[config.mk]
export PLATFORM = sky130hd
export DESIGN_NAME = v_disparity_row_histogram
export DESIGN_NICKNAME = d
export VERILOG_FILES = /design/src/vdrh_pkg.sv /design/src/vdrh_bin_store.sv /design/src/v_disparity_row_histogram.sv
export SDC_FILE = /design/constraint.sdc
export NUM_CORES = 2
export LEC_CHECK = 0
export BUFFER_PORTS_ARGS = -buffer_cell sky130_fd_sc_hd__buf_2
export CELL_PAD_IN_SITES_DETAIL_PLACEMENT = 1
export CELL_PAD_IN_SITES_GLOBAL_PLACEMENT = 1
export CORE_UTILIZATION = 40
export DETAILED_ROUTE_END_ITERATION = 8
export PLACE_DENSITY = 0.58
export SLEW_MARGIN = 20
export SYNTH_ARGS = -nofsm -noshare
export SYNTH_HDL_FRONTEND = slang
export SYNTH_SLANG_ARGS = --single-unit
[constraint.sdc]
create_clock -name clk -period 18.65 [get_ports clk]
set_input_delay 3.73 -clock clk [delete_from_list [all_inputs] [get_ports clk]]
set_output_delay 3.73 -clock clk [all_outputs]
set_load 0.005 [all_outputs]
[src/vdrh_pkg.sv]
// Shared types and constants for the v-disparity row histogram.
package vdrh_pkg;

    localparam int ROW_W   = 10;
    localparam int DISP_W  = 8;
    localparam int MAXD_W  = 9;
    localparam int COUNT_W = 8;
    localparam int BIN_W   = 8;
    localparam int CFG_IDX_W  = 2;
    localparam int CFG_DATA_W = 10;

    localparam int S_TDATA_W = 32;
    localparam int M_TDATA_W = 16;

    localparam logic [COUNT_W-1:0] COUNT_MAX       = 8'd255;
    localparam logic [ROW_W-1:0]   RST_START_ROW   = 10'd200;
    localparam logic [DISP_W-1:0]  RST_MIN_DISP    = 8'd6;
    localparam logic [MAXD_W-1:0]  RST_MAX_DISP    = 9'd253;
    localparam logic [COUNT_W-1:0] RST_NOISE_THR   = 8'd50;

    typedef enum logic
    {
        OP_ACCUM = 1'b0,
        OP_READ  = 1'b1
    } op_t;

    typedef enum logic [CFG_IDX_W-1:0]
    {
        CFG_START_ROW = 2'd0,
        CFG_MIN_DISP  = 2'd1,
        CFG_MAX_DISP  = 2'd2,
        CFG_NOISE_THR = 2'd3
    } cfg_idx_t;

endpackage

[src/vdrh_bin_store.sv]
// Histogram bin memory with per-bin valid bits and write-to-read forwarding.
module vdrh_bin_store
    import vdrh_pkg::*;
#(
    parameter int NUM_BINS = 256,
    parameter int ADDR_W   = $clog2(NUM_BINS)
)
(
    input  logic               clk,
    input  logic               rst_n,
    input  logic               rd_en,
    input  logic [ADDR_W-1:0]  rd_addr,
    output logic [COUNT_W-1:0] rd_data,
    input  logic               wr_en,
    input  logic [ADDR_W-1:0]  wr_addr,
    input  logic [COUNT_W-1:0] wr_data
);

    logic [COUNT_W-1:0]  mem [NUM_BINS];
    logic [NUM_BINS-1:0] vld_reg;
    logic [COUNT_W-1:0]  mem_q_reg;
    logic                vld_q_reg;
    logic [ADDR_W-1:0]   rd_addr_reg;
    logic                fwd_valid_reg;
    logic [ADDR_W-1:0]   fwd_addr_reg;
    logic [COUNT_W-1:0]  fwd_data_reg;

    always_ff @(posedge clk)
    begin
        if (wr_en)
        begin
            mem[wr_addr] <= wr_data;
        end
        if (rd_en)
        begin
            mem_q_reg   <= mem[rd_addr];
            vld_q_reg   <= vld_reg[rd_addr];
            rd_addr_reg <= rd_addr;
        end
        if (wr_en)
        begin
            fwd_addr_reg <= wr_addr;
            fwd_data_reg <= wr_data;
        end
    end

    always_ff @(posedge clk or negedge rst_n)
    begin
        if (!rst_n)
        begin
            vld_reg       <= '0;
            fwd_valid_reg <= 1'b0;
        end
        else if (wr_en)
        begin
            vld_reg[wr_addr] <= 1'b1;
            fwd_valid_reg    <= 1'b1;
        end
    end

    always_comb
    begin
        if (fwd_valid_reg && (fwd_addr_reg == rd_addr_reg))
        begin
            rd_data = fwd_data_reg;
        end
        else if (vld_q_reg)
        begin
            rd_data = mem_q_reg;
        end
        else
        begin
            rd_data = '0;
        end
    end

`ifndef ASSERT_OFF
    a_wr_sets_valid: assert property (@(posedge clk) disable iff (!rst_n)
        wr_en |=> vld_reg[$past(wr_addr)])
        else $error("written bin not marked valid");

    a_fwd_same_addr: assert property (@(posedge clk) disable iff (!rst_n)
        rd_en && wr_en && (rd_addr == wr_addr) |=> rd_data == $past(wr_data))
        else $error("read missed same-cycle write");

    a_unwritten_zero: assert property (@(posedge clk) disable iff (!rst_n)
        rd_en && wr_en && (rd_addr != wr_addr) && !vld_reg[rd_addr] |=> rd_data == '0)
        else $error("unwritten bin read nonzero");
`endif

endmodule

[src/v_disparity_row_histogram.sv]
// One row of a v-disparity histogram: accumulate pixels, read and clear bins.
// Takes one item per clock whenever the result register is free or being
// drained: a pixel increments its disparity bin (saturating at 255) when its
// row is at or below start_row and its disparity lies strictly between the
// two limits; a read returns one bin (zero unless above noise_threshold) and
// clears it. Each item waits in the input stage while the bin memory is read,
// and a read result is then loaded into the output register when the pipe
// advances, which raises m_tvalid. The single read-modify-write path through
// the bin memory sets the rate of one item per cycle; a stalled output holds
// the input side. Bins come out of reset cleared through per-bin valid bits,
// with no clearing pass.
module v_disparity_row_histogram
    import vdrh_pkg::*;
#(
    parameter int NUM_BINS = 256
)
(
    input  logic                  clk,
    input  logic                  rst_n,
    input  logic                  s_tvalid,
    output logic                  s_tready,
    input  logic [S_TDATA_W-1:0]  s_tdata,   // row[9:0], disparity[17:10], bin[25:18]
    input  logic                  s_tuser,   // opcode[0]
    output logic                  m_tvalid,
    input  logic                  m_tready,
    output logic [M_TDATA_W-1:0]  m_tdata,   // count[7:0], read_bin[15:8]
    input  logic                  cfg_we,
    input  logic [CFG_IDX_W-1:0]  cfg_index,
    input  logic [CFG_DATA_W-1:0] cfg_data
);

    localparam int ADDR_W = $clog2(NUM_BINS);
    localparam logic [MAXD_W-1:0] BINS_LIM = MAXD_W'(NUM_BINS);

    logic [ROW_W-1:0]   start_row_reg;
    logic [DISP_W-1:0]  min_disp_reg;
    logic [MAXD_W-1:0]  max_disp_reg;
    logic [COUNT_W-1:0] noise_thr_reg;

    logic [ROW_W-1:0]  in_row;
    logic [DISP_W-1:0] in_disp;
    logic [BIN_W-1:0]  in_bin;
    op_t               in_op;
    logic              counted;
    logic              bin_ok;
    logic              in_en;
    logic [ADDR_W-1:0] in_addr;
    logic              advance;

    logic              s1_valid_reg;
    op_t               s1_op_reg;
    logic              s1_en_reg;
    logic [ADDR_W-1:0] s1_addr_reg;
    logic [BIN_W-1:0]  s1_bin_reg;

    logic [COUNT_W-1:0] old_count;
    logic [COUNT_W-1:0] new_count;
    logic               wr_en;

    logic               m_valid_reg;
    logic [COUNT_W-1:0] m_count_reg;
    logic [BIN_W-1:0]   m_bin_reg;

    always_ff @(posedge clk or negedge rst_n)
    begin
        if (!rst_n)
        begin
            start_row_reg <= RST_START_ROW;
            min_disp_reg  <= RST_MIN_DISP;
            max_disp_reg  <= RST_MAX_DISP;
            noise_thr_reg <= RST_NOISE_THR;
        end
        else if (cfg_we)
        begin
            case (cfg_idx_t'(cfg_index))
                CFG_START_ROW: start_row_reg <= cfg_data[ROW_W-1:0];
                CFG_MIN_DISP:  min_disp_reg  <= cfg_data[DISP_W-1:0];
                CFG_MAX_DISP:  max_disp_reg  <= cfg_data[MAXD_W-1:0];
                CFG_NOISE_THR: noise_thr_reg <= cfg_data[COUNT_W-1:0];
                default: ;
            endcase
        end
    end

    assign in_row  = s_tdata[ROW_W-1:0];
    assign in_disp = s_tdata[ROW_W+DISP_W-1:ROW_W];
    assign in_bin  = s_tdata[ROW_W+DISP_W+BIN_W-1:ROW_W+DISP_W];
    assign in_op   = op_t'(s_tuser);

    assign counted = (in_row >= start_row_reg) && (in_disp > min_disp_reg)
                     && ({1'b0, in_disp} < max_disp_reg)
                     && ({1'b0, in_disp} < BINS_LIM);
    assign bin_ok  = ({1'b0, in_bin} < BINS_LIM);
    assign in_en   = (in_op == OP_READ) ? bin_ok : counted;
    assign in_addr = (in_op == OP_READ) ? in_bin[ADDR_W-1:0] : in_disp[ADDR_W-1:0];

    assign advance  = !m_valid_reg || m_tready;
    assign s_tready = advance;

    always_ff @(posedge clk or negedge rst_n)
    begin
        if (!rst_n)
        begin
            s1_valid_reg <= 1'b0;
        end
        else if (advance)
        begin
            s1_valid_reg <= s_tvalid;
        end
    end

    always_ff @(posedge clk)
    begin
        if (advance)
        begin
            s1_op_reg   <= in_op;
            s1_en_reg   <= in_en;
            s1_addr_reg <= in_addr;
            s1_bin_reg  <= in_bin;
        end
    end

    vdrh_bin_store #(
        .NUM_BINS (NUM_BINS),
        .ADDR_W   (ADDR_W)
    ) u_store (
        .clk     (clk),
        .rst_n   (rst_n),
        .rd_en   (advance),
        .rd_addr (in_addr),
        .rd_data (old_count),
        .wr_en   (wr_en),
        .wr_addr (s1_addr_reg),
        .wr_data (new_count)
    );

    assign wr_en = advance && s1_valid_reg && s1_en_reg;

    always_comb
    begin
        if (s1_op_reg == OP_READ)
        begin
            new_count = '0;
        end
        else if (old_count == COUNT_MAX)
        begin
            new_count = COUNT_MAX;
        end
        else
        begin
            new_count = old_count + COUNT_W'(1);
        end
    end

    always_ff @(posedge clk or negedge rst_n)
    begin
        if (!rst_n)
        begin
            m_valid_reg <= 1'b0;
        end
        else if (advance)
        begin
            m_valid_reg <= s1_valid_reg && (s1_op_reg == OP_READ);
        end
    end

    always_ff @(posedge clk)
    begin
        if (advance)
        begin
            m_count_reg <= (s1_en_reg && (old_count > noise_thr_reg)) ? old_count : '0;
            m_bin_reg   <= s1_bin_reg;
        end
    end

    assign m_tvalid = m_valid_reg;
    assign m_tdata  = {m_bin_reg, m_count_reg};

`ifndef ASSERT_OFF
    a_accum_no_result: assert property (@(posedge clk) disable iff (!rst_n)
        advance && s1_valid_reg && (s1_op_reg == OP_ACCUM) |=> !m_tvalid)
        else $error("accumulate produced a result");

    a_out_of_range_zero: assert property (@(posedge clk) disable iff (!rst_n)
        m_tvalid && ({1'b0, m_tdata[15:8]} >= BINS_LIM) |-> m_tdata[7:0] == '0)
        else $error("read beyond bins returned nonzero");

    a_count_above_thr: assert property (@(posedge clk) disable iff (!rst_n)
        m_tvalid && (m_tdata[7:0] != '0) |-> m_tdata[7:0] > noise_thr_reg)
        else $error("count not above noise threshold");
`endif

endmodule

==> results.toml <==
[routing]
route.vias.total = 59446
detail_route.drc_violations = 24
drt-wirelength-per-cell_um = 30.7
vias_per_cell = 5.78
wl_met3_um = 19300
drt_iter0_markers = 5696
route.top_layer_used = "met5"
route.final.wire_length_um = 316000
met2_wirelength_um = 150000
drt_pass1_iterations = 9
drtAntennaViolNets = 0
met1Wirelength_um = 138000

[clock_tree]
cts_made_buffers = 283
numClockSinks = 2401
postCtsResizedCells = 0
tritoncts = "done"
cts.reportedPaths.clkPinSlew_ns = 0.05
post-cts-setup-buffer-count = 0
cts.hold.buffers_added = 0
clk_path_buf_depth = 4
ctsHtreeMaxLevel = 5
insertion_delay_ns = 0.94
cts-root-buf = "clkbuf_16"

[cells_and_area]
post_route_cells_drive_above_1_share = 0.148
max_reg_flops = 2048
synthToLayoutAreaGrowth_pct = 13.3
layout.filler_cells = 23629
nets = 6986
final_core_utilization = 0.456

[power_and_ir_drop]
power.total_mw = 12.7
pwr_density_cell_mw_per_mm2 = 117
irDropWorstVdd_mv = 0.102
leakagePower_nw = 38.8

[timing]
fin_setup_tns_ns = 0
number_of_max_slew_violations_in_the_final_report = 0
finalCritPeriodShare = 0.496
fin_worst_skew_ns = 0.0524
setup_viol = 0
tightest_slew_ns = 1.23
report.final.hold_viol_count = 0
highest_attainable_clock_frequency_mhz = 108
rsz0062_at_grt = "no"
post-route-worst-setup-slack_ns = 9.41
fin_crit_ns = 9.24
max_slew_margin = 0.158

[setup_path]
required_ns = 19.32
reg2reg_setup_slack_ns = 12.62
worstPathArrival_ns = 9.91
crit_start_category = "input port"
crit_fanout = 94
crit-reg2reg-capture = "u_store.mem[249][3]"
worstReg2RegStart = "u_store.rd_addr_reg[3]"
crit_path_end_kind = "flip-flop"
reg2regPathDepth = 11
critical_path_class = "in2reg"

[floorplan]
floorplan.core_area_mm2 = 0.238
chipHeight_um = 492
die_area_mm2 = 0.242
placement_rows = 179
initial_core_util = 0.403
ioPinCount = 68
dieWidth_um = 492

[synth]
synthesis.nets = 6904
ys_ff_latch = 2401
synth_area_mm2 = 0.0960
synth_cell_type_count = 66
dominantRegCellSynth = "edfxtp_1"
yosys_warnings = 0
synth-seq-area-share = 0.736
postSynth.asyncResetShare = 0.122
netlist_instances = 6823
synth_enable_flop_cells = 2107
post_synth.cell_area_avg_um2 = 14.1

[flow_run]
cap_viol_max_count = 0

[grt]
globalRouteTotalUtil = 0.259
grt_overflow = 0
grt_start_max_net_pins = 161
grt_pass1_wl_um = 450000
grt_antenna_before_repair = 18
first_global_vias = 60253

[min_path]
min_from = "s1_bin_reg[6]"
min_delay_worst_endpoint = "m_bin_reg[6]"
hold-path-cell-count = 0
worstHoldPathType = "reg2reg"

[placement]
buffer_ports.inserted = 61
dpl_worst_slack_ns = 8.53
globalplace.congestion = 0.810
dp.final_hpwl_um = 187000

[run_status]
violations = "design-rule violations"
run_status = "finished with violations"
[kinds of logic (layout without fill, tap and decap cells)]
family	after synthesis	after routing	synth area share
simple gates	2519	2519	0.115
flops	2401	2401	0.736
compound gates	963	963	0.0612
buf+inv	456	749	0.0210
mux	439	439	0.0619
fa+ha+maj	33	33	0.00425
xor+xnor	12	12	0.00109
other cells	0	4	0
[through the flow]
step           hold slack (ns)  cell area, µm²  std cells
5_1_grt                  0.429          109000      10284
3_3_place_gp             0.401          100000       9785
4_1_cts                  0.421          109000      10281
6_report                 0.419          109000      10287
3_5_place_dp             0.406          100000       9785
2_1_floorplan            0.400           96000       6823
[synthesized netlist by cell type, types with 46 or more instances]
| cell type | n | area share |
|---|---|---|
| mux4_2 | 120 | 0.028 |
| nor2_1 | 302 | 0.012 |
| a21oi_1 | 461 | 0.024 |
| o21ai_0 | 101 | 0.0053 |
| mux2i_1 | 291 | 0.030 |
| clkbuf_1 | 184 | 0.0072 |
| o221ai_1 | 66 | 0.0060 |
| buf_1 | 65 | 0.0025 |
| or2_2 | 256 | 0.017 |
| nand2_1 | 1398 | 0.055 |
| nor3_1 | 134 | 0.0070 |
| buf_2 | 124 | 0.0065 |
| a2111oi_0 | 46 | 0.0042 |
| dfrtp_1 | 279 | 0.073 |
| edfxtp_1 | 2107 | 0.66 |
| o22ai_1 | 108 | 0.0070 |
| nand3_1 | 279 | 0.015 |
[report_power, final]
| group | leakage [nW] | switching (mW) | internal, mW |
|---|---|---|---|
| registers | 23.3 | 0.0488 | 6.12 |
| clock network | 4.26 | 2.18 | 3.11 |
| logic | 11.3 | 0.954 | 0.310 |
| total | 38.8 | 3.18 | 9.54 |
[critical path, stage by stage]
cell      delay [ns]
buf_2           0.42
mux2i_4         0.13
buf_4           0.32
inv_8           0.45
buf_4           0.69
buf_4           0.79
buf_12          0.48
mux2i_1         0.26
o22ai_1         0.22
a211oi_1        0.57
nor3_1          0.10
a22oi_1         0.48
o22ai_1         0.40
or4_1           0.59
[cell type report]
class	instances	area [µm²]	share of cell area
Antenna cell	4	10.0	0.0000920
Clock buffer	406	8010	0.0736
Clock inverter	90	692	0.00636
Inverter	45	196	0.00181
Multi-Input combinational cell	3966	23700	0.218
Sequential cell	2401	70600	0.649
Tap cell	3167	3960	0.0364
Timing Repair Buffer	208	1600	0.0147
[metal layers]
layer / track usage / vias to the layer above
met5: 0 / -
met4: 0.0726 / 2
met3: 0.0427 / 423
met2: 0.418 / 1812
met1: 0.362 / 31690
li1: - / 25519
[how the worst max path moves through the flow]
stage	cells after the start	to	startpoint
after detailed placement	15	u_store.vld_q_reg	s_tuser
after global placement	14	u_store.mem_q_reg[2]	s_tuser
after CTS	14	u_store.mem_q_reg[2]	s_tuser
after global routing	14	u_store.mem_q_reg[2]	s_tuser
final	14	u_store.mem_q_reg[2]	s_tuser
after floorplan	9	u_store.fwd_data_reg[6]	u_store.rd_addr_reg[7]
[cells in the final DEF, fill, tap and decap left out, types with 40 or more instances in the layout]
cell / netlist / final
edfxtp_1: 2107 / 2107
a2111oi_0: 46 / 40
mux4_2: 120 / 120
dfrtp_1: 279 / 279
buf_4: 35 / 132
and3_1: 44 / 44
clkbuf_16: 0 / 292
nand2_1: 1398 / 1382
o221ai_1: 66 / 66
a21oi_1: 461 / 455
or2_2: 256 / 256
nand3_1: 279 / 274
clkbuf_1: 184 / 87
buf_2: 124 / 60
nor2_1: 302 / 293
o21ai_0: 101 / 99
mux2i_1: 291 / 284
o22ai_1: 108 / 108
nor3_1: 134 / 133
(Power assumes the default switching activity.)
